`src/sv/scmp_pkg.sv`:
```
// Shared constants and types for the surjection count unit.
`timescale 1ns / 1ps
package scmp_pkg;

   localparam logic [29:0] PRIME = 30'd1000000007;
   // floor(2^60 / PRIME), Barrett reciprocal
   localparam logic [30:0] BARRETT_MU = 31'((64'd1 << 60) / 64'd1000000007);
   localparam logic [31:0] FERMAT_EXP = 32'd1000000005;
   localparam logic [4:0]  FERMAT_TOP_BIT = 5'd29;

   typedef enum logic [4:0] {
      ST_FACT_INIT,
      ST_FACT_MUL,
      ST_FACT_WAIT,
      ST_PW_SQ,
      ST_PW_SQW,
      ST_PW_ML,
      ST_PW_MLW,
      ST_INV_INIT,
      ST_INV_MUL,
      ST_INV_WAIT,
      ST_IDLE,
      ST_RDF,
      ST_TSTART,
      ST_TRD,
      ST_T1,
      ST_T1W,
      ST_T2,
      ST_T2W,
      ST_T3,
      ST_T3W
   } state_type;

   typedef enum logic {
      RET_INIT,
      RET_TERM
   } ret_type;

endpackage

```
`src/sv/scmp_modmul.sv`:
```
// Pipelined modular multiplier: 30x30 product reduced mod PRIME by Barrett.
`timescale 1ns / 1ps
module scmp_modmul (
   input  logic        clock,
   input  logic        reset,
   input  logic        start,
   input  logic [29:0] op_a,
   input  logic [29:0] op_b,
   output logic        done,
   output logic [29:0] result
);

   logic        v1_ff, v2_ff, v3_ff, v4_ff;
   logic [59:0] prod_ff;
   logic [61:0] qmu_ff;
   logic [31:0] xlo_ff;
   logic [31:0] r_ff;
   logic [29:0] res_ff;
   logic [30:0] q;
   logic [60:0] qp;
   logic [31:0] r_in;
   logic [29:0] res_in;

   always_ff @(posedge clock) begin
      if (reset) begin
         v1_ff <= 1'b0;
         v2_ff <= 1'b0;
         v3_ff <= 1'b0;
         v4_ff <= 1'b0;
      end else begin
         v1_ff <= start;
         v2_ff <= v1_ff;
         v3_ff <= v2_ff;
         v4_ff <= v3_ff;
      end
   end

   always_comb begin
      q    = qmu_ff[61:31];
      qp   = 61'(q) * 61'(scmp_pkg::PRIME);
      r_in = xlo_ff - qp[31:0];
      // remainder is below 3*PRIME
      if (r_ff >= 32'(2 * 64'd1000000007)) begin
         res_in = 30'(r_ff - 32'(2 * 64'd1000000007));
      end else if (r_ff >= 32'(scmp_pkg::PRIME)) begin
         res_in = 30'(r_ff - 32'(scmp_pkg::PRIME));
      end else begin
         res_in = r_ff[29:0];
      end
   end

   always_ff @(posedge clock) begin
      prod_ff <= 60'(op_a) * 60'(op_b);
      qmu_ff  <= 62'(prod_ff[59:29]) * 62'(scmp_pkg::BARRETT_MU);
      xlo_ff  <= prod_ff[31:0];
      r_ff    <= r_in;
      res_ff  <= res_in;
   end

   assign done   = v4_ff;
   assign result = res_ff;

endmodule

```
`config.mk`:
```
export PLATFORM = sky130hd
export DESIGN_NAME = scmp_modmul
export DESIGN_NICKNAME = d
export VERILOG_FILES = /design/src/sv/scmp_pkg.sv /design/src/sv/scmp_modmul.sv
export SDC_FILE = /design/constraint.sdc
export NUM_CORES = 2
export LEC_CHECK = 0
export ABC_AREA = 1
export BUFFER_PORTS_ARGS = -buffer_cell sky130_fd_sc_hd__buf_2
export CAP_MARGIN = 20
export CELL_PAD_IN_SITES_DETAIL_PLACEMENT = 1
export CELL_PAD_IN_SITES_GLOBAL_PLACEMENT = 2
export CORE_UTILIZATION = 37
export CTS_BUF_LIST = sky130_fd_sc_hd__clkbuf_16
export CTS_CLUSTER_SIZE = 30
export DETAILED_ROUTE_END_ITERATION = 8
export PLACE_DENSITY_LB_ADDON = 0.15
export SYNTH_ARGS = -nofsm -noshare
export SYNTH_HDL_FRONTEND = slang
export SYNTH_SLANG_ARGS = --single-unit
```
`constraint.sdc`:
```
create_clock -name clock -period 7.35 [get_ports clock]
set_clock_uncertainty 0.1 [all_clocks]
set_input_delay 1.47 -clock clock [delete_from_list [all_inputs] [get_ports clock]]
set_output_delay 1.47 -clock clock [all_outputs]
set_load 0.01 [all_outputs]
```
==> summary.log <==
qor: flow_run.timing.max_cap.violations 0
qor: sta.worstMarginPinSlew 0.9671 ns
qor: drt.drtAntennaViolNets 0
qor: cts.ctsRootBufferMaster clkbuf_16
qor: logic_synthesis.netlist_area 62020 um2
qor: worst_setup_path.cpMaxStageDelayCell fa_1
qor: cts.clk-insertion-delay-late 0.51 ns
qor: die.floorplan.io_pins 94
qor: sta.max_freq 0.1361 GHz
qor: placement.io_buffers 93
qor: cells_and_area.area_growth 16.06%
qor: cells_and_area.core_utilization_of_the_finished_layout 0.4343
qor: global_routing.globalRoute.totalOverflow 0
qor: logic_synthesis.synthesis.nets 9980
qor: cells_and_area.most_common_cell_after_layout_fill_and_taps_aside inv_1
qor: drt.drt_pass1_iterations 5
qor: cells_and_area.multi_input_area 49890 um2
qor: die.floorplan.die.width 411.4 um
qor: worst_setup_path.crit_path_start_kind primary input
qor: cells_and_area.layout_common_cells 2342 x inv_1, 1685 x nand2_1, 1223 x fa_1
qor: sta.period_share 0.9995
qor: sta.unrepaired_setup_endpoints_after_global_routing yes
qor: cells_and_area.fin_nets 10.45k
qor: logic_synthesis.synth_area_per_cell 7.878 um2
qor: worst_setup_path.max_stage_delay 0.57 ns
qor: global_routing.antenna_found_initial 3
qor: run_status.run_status finished clean
qor: sta.setup_tns_final 0 ns
qor: cells_and_area.stdcell_count 10.54k
qor: die.placementRows 149
qor: cts.cts_tree built
qor: placement.dp.cells 10.47k
qor: drt.routed_wirelength 212500 um
qor: drt.vias 50.00k
qor: sta.hold_viol 0
qor: cells_and_area.layout.area.seq 3784 um2
qor: worst_hold_path.hp-class flop to flop
qor: cells_and_area.num_antenna_cells 0
qor: logic_synthesis.netlist_instances 7873
qor: global_routing.track_usage 0.2555
qor: die.die_height 411.4 um
qor: cts.cts_made_buffers 17
qor: cells_and_area.final_layout_size_suffix_gt1_frac 0.1274
qor: cts.cts_max_level 4
qor: drt.route.detailed.drc 0
qor: die.design.core.area 165700 um2
qor: logic_synthesis.fraction_of_the_yosys_area_taken_by_sequential_cells 0.06100
qor: worst_setup_path.cp.arrival 7.65 ns
qor: cts.clock-sinks 189
qor: die.die_area 169300 um2
qor: die.initial_utilization 0.3742
qor: cts.worst_setup_hold_path_clk_slew 0.09 ns
qor: global_routing.number_of_global_route_vias_before_repair 57.36k
qor: placement.gpl.final_weighted_congestion 0.9103
qor: sta.fin_crit 7.346 ns
qor: sta.report.final.slew_viol_count 0
qor: worst_setup_path.required 7.65 ns
qor: logic_synthesis.post_synth_num_cell_types 48
qor: logic_synthesis.yosys_warnings 0
qor: global_routing.grt_start_max_net_pins 41
qor: logic_synthesis.synth.ff_latch_count 189
qor: cts.cts-root-to-sink-buffers 2
qor: drt.drt_first_iter_violations 1971
qor: drt.post_drt_via_cell_ratio 4.742
qor: drt.avgRoutedWirePerCell 20.16 um
qor: sta.final-setup-viol-count 0
qor: sta.slew_headroom 0.3544
qor: sta.hold_ws 0.2309 ns
qor: cts.holdBufCountCts 0
qor: worst_setup_path.endpoint_kind flop
qor: cells_and_area.filler_cell_count 20.12k
qor: worst_setup_path.timing.setup.critical_path_class primary input to flop
qor: global_routing.grt_pass1_wl 331400 um
qor: worst_setup_path.crit_fanout 8
qor: placement.dp_hpwl 190000 um
-- cell usage after synthesis, drive strengths merged --
master | n | area share
o21a | 11 | 0.0013
xor2 | 103 | 0.015
inv | 2402 | 0.15
o22ai | 1 | 0.00010
nor2 | 399 | 0.025
or2 | 5 | 0.00050
nand3 | 195 | 0.016
and2 | 3 | 0.00030
fa | 1260 | 0.41
nand3b | 8 | 0.00097
o2111ai | 3 | 0.00042
o31ai | 1 | 0.00012
clkbuf | 181 | 0.011
a211o | 1 | 0.00014
ha | 784 | 0.16
nand2 | 1762 | 0.11
a31oi | 15 | 0.0015
nand2b | 2 | 0.00020
nor3b | 1 | 0.00012
nor3 | 23 | 0.0019
o21bai | 28 | 0.0034
a31o | 1 | 0.00014
a21o | 8 | 0.00097
and3 | 1 | 0.00010
nor4 | 9 | 0.00091
nand4 | 39 | 0.0042
dfxtp | 189 | 0.061
o211ai | 7 | 0.00093
a21boi | 5 | 0.00061
xnor2 | 20 | 0.0028
buf | 26 | 0.0029
o21ai | 176 | 0.014
a21oi | 204 | 0.017
-- metrics by stage --
step	cell area, um2	setup slack (ns)
5_1_grt	71980	-0.1604
2_1_floorplan	62070	-0.02410
4_1_cts	70280	-0.001982
3_5_place_dp	68910	-1.101
3_3_place_gp	68890	-1.017
6_report	71980	0.003550
-- routing by layer --
metal	wire length, um	vias up	GRT usage
met5	23	-	0
met4	4929	4	0.04647
met3	3959	185	0.01394
met2	107900	532	0.4662
met1	95740	25630	0.3342
li1	-	23650	-
-- cell families after synthesis --
family	Yosys count	share of synthesized area
buffers and inverters	2609	0.1593
adder cells (fa/ha/maj)	2044	0.5648
XOR/XNOR	123	0.01749
flip-flops	189	0.06100
AND/OR/NAND/NOR	2447	0.1568
AO/OA/AOI/OAI	461	0.04057
-- critical path: cells and delay by family --
kind,cells,cell delay (ns)
simple gates,4,0.37
fa+ha+maj,9,4.40
buf+inv,9,0.83
xor+xnor,1,0.19
compound gates,3,0.39
-- repair_timing --
action / CTS / global route
setup buffers: 12 / 20
pin swaps: 40 / 137
hold endpoints to repair: 0 / 0
resized for setup: 186 / 392
cloned: 2 / 8
endpoints found under the setup margin: 44 / 44
-- final cells by class --
type                            instances  share of cell area
Inverter                             2402              0.1253
Timing Repair Buffer                  656             0.08274
Clock buffer                           17            0.005910
Sequential cell                       189             0.05256
Multi-Input combinational cell       5075              0.6931
Tap cell                             2189             0.03805
Clock inverter                         15            0.002329
-- sequential cells by signal, indices dropped and copies added (netlist names) --
signal and count:
prod_ff 60, r_ff 32, qmu_ff 31, v3_ff 1
xlo_ff 32, v2_ff 1, done 1, v1_ff 1
result 30
-- worst paths after layout --
check,start,to,cells past startpoint,slack [ns]
worst max-delay path,op_b[10],prod_ff[44],26,0.004
worst min-delay path,prod_ff[3],xlo_ff[3],0,0.23
worst max register to register,prod_ff[45],qmu_ff[39],19,0.62
worst min register to register,prod_ff[3],xlo_ff[3],0,0.23
Power is not shown: default switching activity piles up to over one toggle a cycle in this logic, so the estimate is an artifact.
